## config.mk

```make
export PLATFORM = sky130hd
export DESIGN_NAME = dor_ctrl
export DESIGN_NICKNAME = d
export VERILOG_FILES = /design/src/rtl/core/dor_pkg.sv /design/src/rtl/core/dor_ctrl.sv
export SDC_FILE = /design/constraint.sdc
export NUM_CORES = 1
export LEC_CHECK = 0
export BUFFER_PORTS_ARGS = -buffer_cell sky130_fd_sc_hd__buf_2
export CORE_ASPECT_RATIO = 1.2
export CORE_MARGIN = 2
export CORE_UTILIZATION = 50
export CTS_BUF_LIST = sky130_fd_sc_hd__clkbuf_8
export CTS_CLUSTER_SIZE = 40
export DETAILED_ROUTE_END_ITERATION = 12
export PLACE_DENSITY = 0.88
export SYNTH_ARGS = -nofsm -noshare
export SYNTH_HDL_FRONTEND = slang
export SYNTH_SLANG_ARGS = --single-unit
```

## constraint.sdc

```tcl
create_clock -name clock -period 1.9 [get_ports clock]
set_input_delay 0.38 -clock clock [delete_from_list [all_inputs] [get_ports clock]]
set_output_delay 0.38 -clock clock [all_outputs]
set_load 0.05 [all_outputs]
```

## src/rtl/core/dor_pkg.sv

```systemverilog
// ----------------------------------------------------------------------------
// dor_pkg
// Shared constants, codes, types and helpers of the disk overlap relaxation
// block.
// ----------------------------------------------------------------------------
package dor_pkg;

   localparam int MAX_DISKS  = 256;
   localparam int SLOT_W     = $clog2(MAX_DISKS);
   localparam int CNT_W      = SLOT_W + 1;
   localparam int FRAC_BITS  = 14;
   localparam int PAL_W      = 10;
   localparam int POS_W      = PAL_W + FRAC_BITS;
   localparam int VEL_W      = POS_W;
   localparam int RAD_W      = 8;
   localparam int DAMP_W     = 16;
   localparam int NUDGE_W    = 16;
   localparam int NUDGE_FRAC = 14;
   localparam int CMD_W      = 3;
   localparam int ST_W       = 2;
   localparam int SLOTIN_W   = 8;
   localparam int OVL_W      = 16;
   localparam int OUT_CNT_W  = 9;
   localparam int USE_W      = 9;
   localparam int CSR_W      = 16;
   localparam int CSR_IDX_W  = 3;
   localparam int OP_W       = 4;

   // commands
   localparam logic [CMD_W-1:0] CMD_APPEND = 3'd0;
   localparam logic [CMD_W-1:0] CMD_RELAX  = 3'd1;
   localparam logic [CMD_W-1:0] CMD_DROP   = 3'd2;
   localparam logic [CMD_W-1:0] CMD_READ   = 3'd3;
   localparam logic [CMD_W-1:0] CMD_CLEAR  = 3'd4;

   // result status
   localparam logic [ST_W-1:0] ST_OK    = 2'd0;
   localparam logic [ST_W-1:0] ST_FULL  = 2'd1;
   localparam logic [ST_W-1:0] ST_EMPTY = 2'd2;
   localparam logic [ST_W-1:0] ST_RANGE = 2'd3;

   // register indexes
   localparam logic [CSR_IDX_W-1:0] CSR_PALETTE = 3'd0;
   localparam logic [CSR_IDX_W-1:0] CSR_DAMPING = 3'd1;
   localparam logic [CSR_IDX_W-1:0] CSR_NUDGE   = 3'd2;
   localparam logic [CSR_IDX_W-1:0] CSR_MODE    = 3'd3;
   localparam logic [CSR_IDX_W-1:0] CSR_IN_USE  = 3'd4;

   // datapath operations
   localparam logic [OP_W-1:0] OP_NONE     = 4'd0;
   localparam logic [OP_W-1:0] OP_ACCEPT   = 4'd1;
   localparam logic [OP_W-1:0] OP_APPEND   = 4'd2;
   localparam logic [OP_W-1:0] OP_DROP     = 4'd3;
   localparam logic [OP_W-1:0] OP_CLEAR    = 4'd4;
   localparam logic [OP_W-1:0] OP_RD_ISSUE = 4'd5;
   localparam logic [OP_W-1:0] OP_RD_DONE  = 4'd6;
   localparam logic [OP_W-1:0] OP_I_READ   = 4'd7;
   localparam logic [OP_W-1:0] OP_I_DAMP   = 4'd8;
   localparam logic [OP_W-1:0] OP_I_REFL   = 4'd9;
   localparam logic [OP_W-1:0] OP_J_READ   = 4'd10;
   localparam logic [OP_W-1:0] OP_J_DIFF   = 4'd11;
   localparam logic [OP_W-1:0] OP_J_MUL    = 4'd12;
   localparam logic [OP_W-1:0] OP_J_EVAL   = 4'd13;
   localparam logic [OP_W-1:0] OP_I_WRITE  = 4'd14;
   localparam logic [OP_W-1:0] OP_RSP      = 4'd15;

   typedef struct packed {
      logic [OP_W-1:0]  op;
      logic [CNT_W-1:0] k_idx;
      logic [CNT_W-1:0] m_idx;
   } dor_cmd_type;

   typedef struct packed {
      logic [CMD_W-1:0] command;
      logic [ST_W-1:0]  status;
      logic [CNT_W-1:0] count;
   } dor_stat_type;

   typedef struct packed {
      logic [POS_W-1:0] x;
      logic [POS_W-1:0] y;
      logic [RAD_W-1:0] r;
      logic [VEL_W-1:0] vx;
      logic [VEL_W-1:0] vy;
   } dor_disk_type;

   // saturating v + n or v - n, n non-negative
   function automatic logic [VEL_W-1:0] vel_add(logic [VEL_W-1:0] v, logic [VEL_W-1:0] n,
                                                logic sub);
      logic signed [VEL_W+1:0] a;
      logic signed [VEL_W+1:0] b;
      logic signed [VEL_W+1:0] s;
      logic [VEL_W-1:0] res;
      a = $signed({{2{v[VEL_W-1]}}, v});
      b = $signed({2'b00, n});
      s = sub ? (a - b) : (a + b);
      if (s > $signed({3'b000, {(VEL_W-1){1'b1}}})) begin
         res = {1'b0, {(VEL_W-1){1'b1}}};
      end else if (s < $signed({3'b111, {(VEL_W-1){1'b0}}})) begin
         res = {1'b1, {(VEL_W-1){1'b0}}};
      end else begin
         res = s[VEL_W-1:0];
      end
      return res;
   endfunction

   // saturating negate
   function automatic logic [VEL_W-1:0] vel_neg(logic [VEL_W-1:0] v);
      logic [VEL_W-1:0] res;
      if (v == {1'b1, {(VEL_W-1){1'b0}}}) begin
         res = {1'b0, {(VEL_W-1){1'b1}}};
      end else begin
         res = VEL_W'(0) - v;
      end
      return res;
   endfunction

endpackage

```

## src/rtl/core/dor_ctrl.sv

```systemverilog
// ----------------------------------------------------------------------------
// dor_ctrl
// Sequencer: request/response handshake, command decode and the two nested
// loops of a relaxation step.
// ----------------------------------------------------------------------------
module dor_ctrl import dor_pkg::*; (
   input  logic         clock,
   input  logic         reset,
   input  logic         req_valid,
   output logic         req_ready,
   output logic         rsp_valid,
   input  logic         rsp_ready,
   input  dor_stat_type stat,
   output dor_cmd_type  cmd
);

   localparam logic [3:0] S_IDLE    = 4'd0;
   localparam logic [3:0] S_DECODE  = 4'd1;
   localparam logic [3:0] S_RD_WAIT = 4'd2;
   localparam logic [3:0] S_K_CHECK = 4'd3;
   localparam logic [3:0] S_I_DAMP  = 4'd4;
   localparam logic [3:0] S_I_REFL  = 4'd5;
   localparam logic [3:0] S_J_CHECK = 4'd6;
   localparam logic [3:0] S_J_DIFF  = 4'd7;
   localparam logic [3:0] S_J_MUL   = 4'd8;
   localparam logic [3:0] S_J_EVAL  = 4'd9;
   localparam logic [3:0] S_I_MOVE  = 4'd10;
   localparam logic [3:0] S_FINISH  = 4'd11;

   logic [3:0]       state_ff, state_in;
   logic [CNT_W-1:0] k_ff, k_in;
   logic [CNT_W-1:0] m_ff, m_in;
   logic             rsp_valid_ff, rsp_valid_in;
   logic [OP_W-1:0]  op;

   always_comb begin
      state_in     = state_ff;
      k_in         = k_ff;
      m_in         = m_ff;
      op           = OP_NONE;
      rsp_valid_in = rsp_valid_ff && !rsp_ready;
      unique case (state_ff)
         S_IDLE: begin
            if (req_valid) begin
               op       = OP_ACCEPT;
               state_in = S_DECODE;
            end
         end
         S_DECODE: begin
            state_in = S_FINISH;
            unique case (stat.command)
               CMD_APPEND: begin
                  if (stat.status == ST_OK) op = OP_APPEND;
               end
               CMD_RELAX: begin
                  k_in     = '0;
                  state_in = S_K_CHECK;
               end
               CMD_DROP: begin
                  if (stat.status == ST_OK) op = OP_DROP;
               end
               CMD_READ: begin
                  if (stat.status == ST_OK) begin
                     op       = OP_RD_ISSUE;
                     state_in = S_RD_WAIT;
                  end
               end
               CMD_CLEAR: op = OP_CLEAR;
               default: ;
            endcase
         end
         S_RD_WAIT: begin
            op       = OP_RD_DONE;
            state_in = S_FINISH;
         end
         S_K_CHECK: begin
            if (k_ff == stat.count) begin
               state_in = S_FINISH;
            end else begin
               op       = OP_I_READ;
               state_in = S_I_DAMP;
            end
         end
         S_I_DAMP: begin
            op       = OP_I_DAMP;
            state_in = S_I_REFL;
         end
         S_I_REFL: begin
            op       = OP_I_REFL;
            m_in     = '0;
            state_in = S_J_CHECK;
         end
         S_J_CHECK: begin
            if (m_ff == stat.count) begin
               state_in = S_I_MOVE;
            end else if (m_ff == k_ff) begin
               m_in = m_ff + 1'b1;
            end else begin
               op       = OP_J_READ;
               state_in = S_J_DIFF;
            end
         end
         S_J_DIFF: begin
            op       = OP_J_DIFF;
            state_in = S_J_MUL;
         end
         S_J_MUL: begin
            op       = OP_J_MUL;
            state_in = S_J_EVAL;
         end
         S_J_EVAL: begin
            op       = OP_J_EVAL;
            m_in     = m_ff + 1'b1;
            state_in = S_J_CHECK;
         end
         S_I_MOVE: begin
            op       = OP_I_WRITE;
            k_in     = k_ff + 1'b1;
            state_in = S_K_CHECK;
         end
         S_FINISH: begin
            // result register frees up when the pending transaction leaves
            if (!rsp_valid_ff || rsp_ready) begin
               op           = OP_RSP;
               rsp_valid_in = 1'b1;
               state_in     = S_IDLE;
            end
         end
         default: state_in = S_IDLE;
      endcase
   end

   always_ff @(posedge clock) begin
      if (reset) begin
         state_ff     <= S_IDLE;
         k_ff         <= '0;
         m_ff         <= '0;
         rsp_valid_ff <= 1'b0;
      end else begin
         state_ff     <= state_in;
         k_ff         <= k_in;
         m_ff         <= m_in;
         rsp_valid_ff <= rsp_valid_in;
      end
   end

   assign req_ready = (state_ff == S_IDLE);
   assign rsp_valid = rsp_valid_ff;
   assign cmd       = '{op: op, k_idx: k_ff, m_idx: m_ff};

endmodule

```

---- After elaboration in Yosys (flattened, before gate mapping) ----
Cells that the tools add are included.
storage, ports and cells
  input bits .............................. 18
  word-level logic and storage cells ...... 68
  output and inout bits ................... 24
  register bits after elaboration ......... 23
cells by class
  equality and inequality tests ........... 24
  mux-type cells .......................... 25
  add/sub/neg operators ................... 2
  reductions and logical operators ........ 13
operators with widths
  operator                                             number
  case mux 4 bit (12 select lines)                     1
  case mux 4 bit (11 select lines)                     1
  2-to-1 mux 4 bit                                     9
  equality test 9 bit                                  3
  2-to-1 mux 9 bit                                     3
  case mux 9 bit (3 select lines)                      1
  adder 9 x 1 -> 9 bit, second input constant          2
  case mux 9 bit (2 select lines)                      1
  equality test 4 x 3 -> 1 bit, second input constant  4
  equality test 4 bit, second input constant           4
  case mux 3 bit (4 select lines)                      1
  equality test 4 x 2 -> 1 bit, second input constant  2
  != test 2 bit, second input constant                 4
  case mux 4 bit (2 select lines)                      1
  equality test 3 x 2 -> 1 bit, second input constant  2
  2-to-1 mux 3 bit                                     2
  AND reduction 3 bit                                  2
  equality test 4 x 1 -> 1 bit, second input constant  1
  zero test 4 bit                                      1
  2-to-1 mux 2 bit                                     2
  equality test 3 x 1 -> 1 bit, second input constant  1
  equality test 3 bit, second input constant           1
  zero test 3 bit                                      1
  2-to-1 mux 1 bit                                     3
  10 further kinds                                     11

---- Logic depth before layout (Yosys ltp) ----
  word-level depth ........................ 4
  depth in mapped cells ................... 8
  gate-level depth less buffers ........... 6

---- Least setup slack after synthesis ----
No wires, ideal clock.
  path type ............................... register to output
  from .................................... register state_ff[1]
  to ...................................... output port cmd[18] in the netlist's numbering
  path buffers ............................ 1
  data required time ...................... 1.520 ns
  stages on the path, launching flop included .. 4
  arrival ................................. 2.865 ns
  setup slack ............................. -1.345 ns
  cells stage by stage .................... dfxtp_1 -> clkbuf_1 -> nor4_1 -> a221o_1
RTL lines
  what                      line             source
  start: declaration        dor_ctrl.sv:30   logic [3:0] state_ff, state_in;
  start signal: assignment  dor_ctrl.sv:140  state_ff <= state_in;
  end: declaration          dor_ctrl.sv:14   output dor_cmd_type cmd

==> impl_metrics.csv <==
group,metric,value,unit
worst_setup_path,critPathBufInv,1,
clock_tree,cts.clk_slew.worst_paths,0.09,ns
timing,maxClockFrequency,0.413,GHz
timing,finalClockSkew,0.00466,ns
clock_tree,total_clock_buffers_created_by_cts,3,
worst_setup_path,critical_path.slowest_cell,"sky130_fd_sc_hd__dfxtp_2",
timing,rsz_0062_raised_after_global_routing,"true",
global_routing,all_layer_gr_usage,31.7,%
worst_setup_path,critPathRequiredTime,1.52,ns
die,floorplan.die_area,0.00394,mm^2
worst_setup_path,cpPeakStageDelay,0.39,ns
clock_tree,cts_max_level,1,
drt,detail_route.iter0.violations,161,
timing,report.final.slew_viol_count,0,
run,maxCapViolCount,0,
place,io_buffer_count,41,
pwr,leakage,1.16,nW
worst_setup_path,critical_path_cell_count,7,
place,hpwl,3830,um
worst_setup_path,ff2ff_path_depth,9,
worst_setup_path,arrival_time_at_the_worst_endpoint,2.04,ns
drt,via_count,2258,
synthesis,synth_async_sr_flop_share,0,%
clock_tree,cts.path.max_buffers,2,
die,die-width,57.7,um
synthesis,postSynthRegisterBits,23,
finish,most_common_library_cell_in_the_layout_ignoring_fill_and_taps,"sky130_fd_sc_hd__buf_4",
timing,setup_slack,-0.521,ns
worst_setup_path,cp-end-kind,"output pin",
worst_setup_path,worstPathMaxFanout,3,
timing,relSlewSlack,72.1,%
drt,drt-vias-per-instance,6.58,
global_routing,grt_remaining_overflow,0,
timing,post-route-period-util,127,%
die,starting_utilization_of_the_core_area,51.8,%
synthesis,postSynthAreaPerCell,7.48,um^2
synthesis,synth_enable_flop_cells,0,
worst_setup_path,crit_chain,"xor2_1 > nor3_2 > a31oi_2 > nand2b_4 > a21o_4 > o2111ai_4 > buf_6",
global_routing,grt_first_pass_wirelength,9580,um
finish,layout.filler_cells,190,
synthesis,syn_nets,251,
finish,finish.net_count,327,
timing,worstMarginPinSlew,0.417,ns
timing,hold_ws,0.484,ns
timing,final-hold-violation-count,0,
drt,drcViolationCount,0,
clock_tree,clkSinkCount,23,
synthesis,synthesis.yosys.warnings,0,
pwr,pwr_density,970,mW/mm^2
worst_setup_path,timing.critical_path.from_type,"register",
worst_setup_path,worst_path_dominant_cell_family,"compound AO/OA/AOI/OAI gates",
drt,totalWireLength,7140,um
min_path,timing.hold.worst.class,"in -> reg",
die,row_count,23,
synthesis,post_synth_inst_count,231,
finish,layout_common_cells,"sky130_fd_sc_hd__buf_4, sky130_fd_sc_hd__buf_2, sky130_fd_sc_hd__nor2_1",
finish,area.growth.synth_to_final,57.4,%
synthesis,mapped_cell_area,0.00173,mm^2
clock_tree,clockRootBuffer,"sky130_fd_sc_hd__clkbuf_8",
global_routing,initial_antenna_violation_count,0,
global_routing,grt_start_max_net_pins,17,
global_routing,grt_pass1_vias,2053,
worst_setup_path,critPathKind,"reg -> out",
finish,drive_gt1_share,51.0,%
die,die-height,68.4,um
min_path,whs_path_depth,2,
run_status,outcome,"complete, but fails checks",
clock_tree,clkLatencyLatePin,0.28,ns
die,core_area,0.00334,mm^2
synthesis,synthDistinctLibCells,48,
run_status,failing_checks,"setup timing",
drt,drt_pass1_iterations,6,
place,gpl.final_weighted_congestion,0.907,
timing,period_minus_slack,2.42,ns
synthesis,synth_seq_area_share,26.6,%
die,ios,42,
timing,final-setup-viol-count,17,
synthesis,yosys_most_used_dff,"sky130_fd_sc_hd__dfxtp_1",
clock_tree,postCtsHoldBufs,0,
clock_tree,cts_tree,"built",
drt,route.antenna.remaining_nets,0,
place,preCtsSetupSlack,-0.317,ns
worst_setup_path,reg2reg_slack,-0.30,ns
drt,post_drt_wl_per_cell,20.8,um
finish,ant_diodes,0,
pwr,ir_drop,0.897,mV
-- cell usage after synthesis, drive strengths merged, types with 6 or more instances --
cell    count  area share [%]
nor2       22             4.8
dfxtp      23              27
o21ai      15             4.3
or3        10             3.6
nand2      20             4.3
clkbuf      8             1.7
xnor2       9             5.0
nand4       6             2.2
buf         7             2.2
nor3        6             2.0
nor2b       6             2.2
nand3      14             4.1
a21oi      21             6.1
xor2       19             9.6
-- timing repair --
action / CTS / global route
pin swaps: 21 / 16
gates cloned: 1 / 0
resized for setup: 22 / 36
endpoints found under the setup margin: 12 / 20
setup buffers: 7 / 6
-- cells by family after synthesis --
family,Yosys count,synth area share [%]
buffers and inverters,19,4.78
AOI/OAI and AO/OA,59,21.7
adders and majority gates,2,1.45
muxes,1,0.579
xor gates and xnor gates,28,14.6
and+or+nand+nor,99,30.2
DFF,23,26.6
-- power by group --
part	internal (mW)	switching, mW
combinational	0.707	0.963
sequential	0.520	0.126
clock	0.147	0.176
-- flip-flops by register name (all words and copies together) (netlist names) --
register   cells
k_ff           9
m_ff           9
state_ff       4
rsp_valid      1
-- final timing paths --
path	startpoint	endpoint
max	m_ff[5]$_SDFFE_PP0P_	cmd[19]
min	reset	rsp_valid$_SDFF_PP0_
max reg2reg	m_ff[5]$_SDFFE_PP0P_	m_ff[1]$_SDFFE_PP0P_
min reg2reg	m_ff[8]$_SDFFE_PP0P_	m_ff[8]$_SDFFE_PP0P_
-- metal layers --
metal  up-vias  wire length (um)  GRT usage [%]  share of wire [%]
li1        983                 -              -                  -
met1      1043              2470           33.8                 35
met2       176              3560           60.8                 50
met3        56               577           2.65                8.1
met4         0               531           18.3                7.4
met5         -                 0              0                  0
-- metrics by stage --
step	power, mW	setup TNS [ns]	cells	cell area (um^2)	utilization [%]
final	2.64	-3.97	343	2720	81.5
after global routing	2.75	-4.96	343	2720	81.5
after CTS	2.48	-3.29	339	2520	75.6
after detailed placement	1.93	-2.03	327	2290	68.5
after global placement	1.90	-1.13	327	2290	68.5
after floorplan	1.59	-0.221	231	1870	-
-- cell type report --
type | instances | area [um^2] | area share, %
sequential | 23 | 523 | 19.2
clock inverter | 1 | 5.00 | 0.184
timing repair buffer | 86 | 618 | 22.7
inverter | 4 | 15.0 | 0.552
tap | 37 | 46.3 | 1.70
clock buffer | 3 | 41.3 | 1.52
multi-input combinational | 189 | 1470 | 54.1
Note: power is estimated with default switching activity, not from simulation.
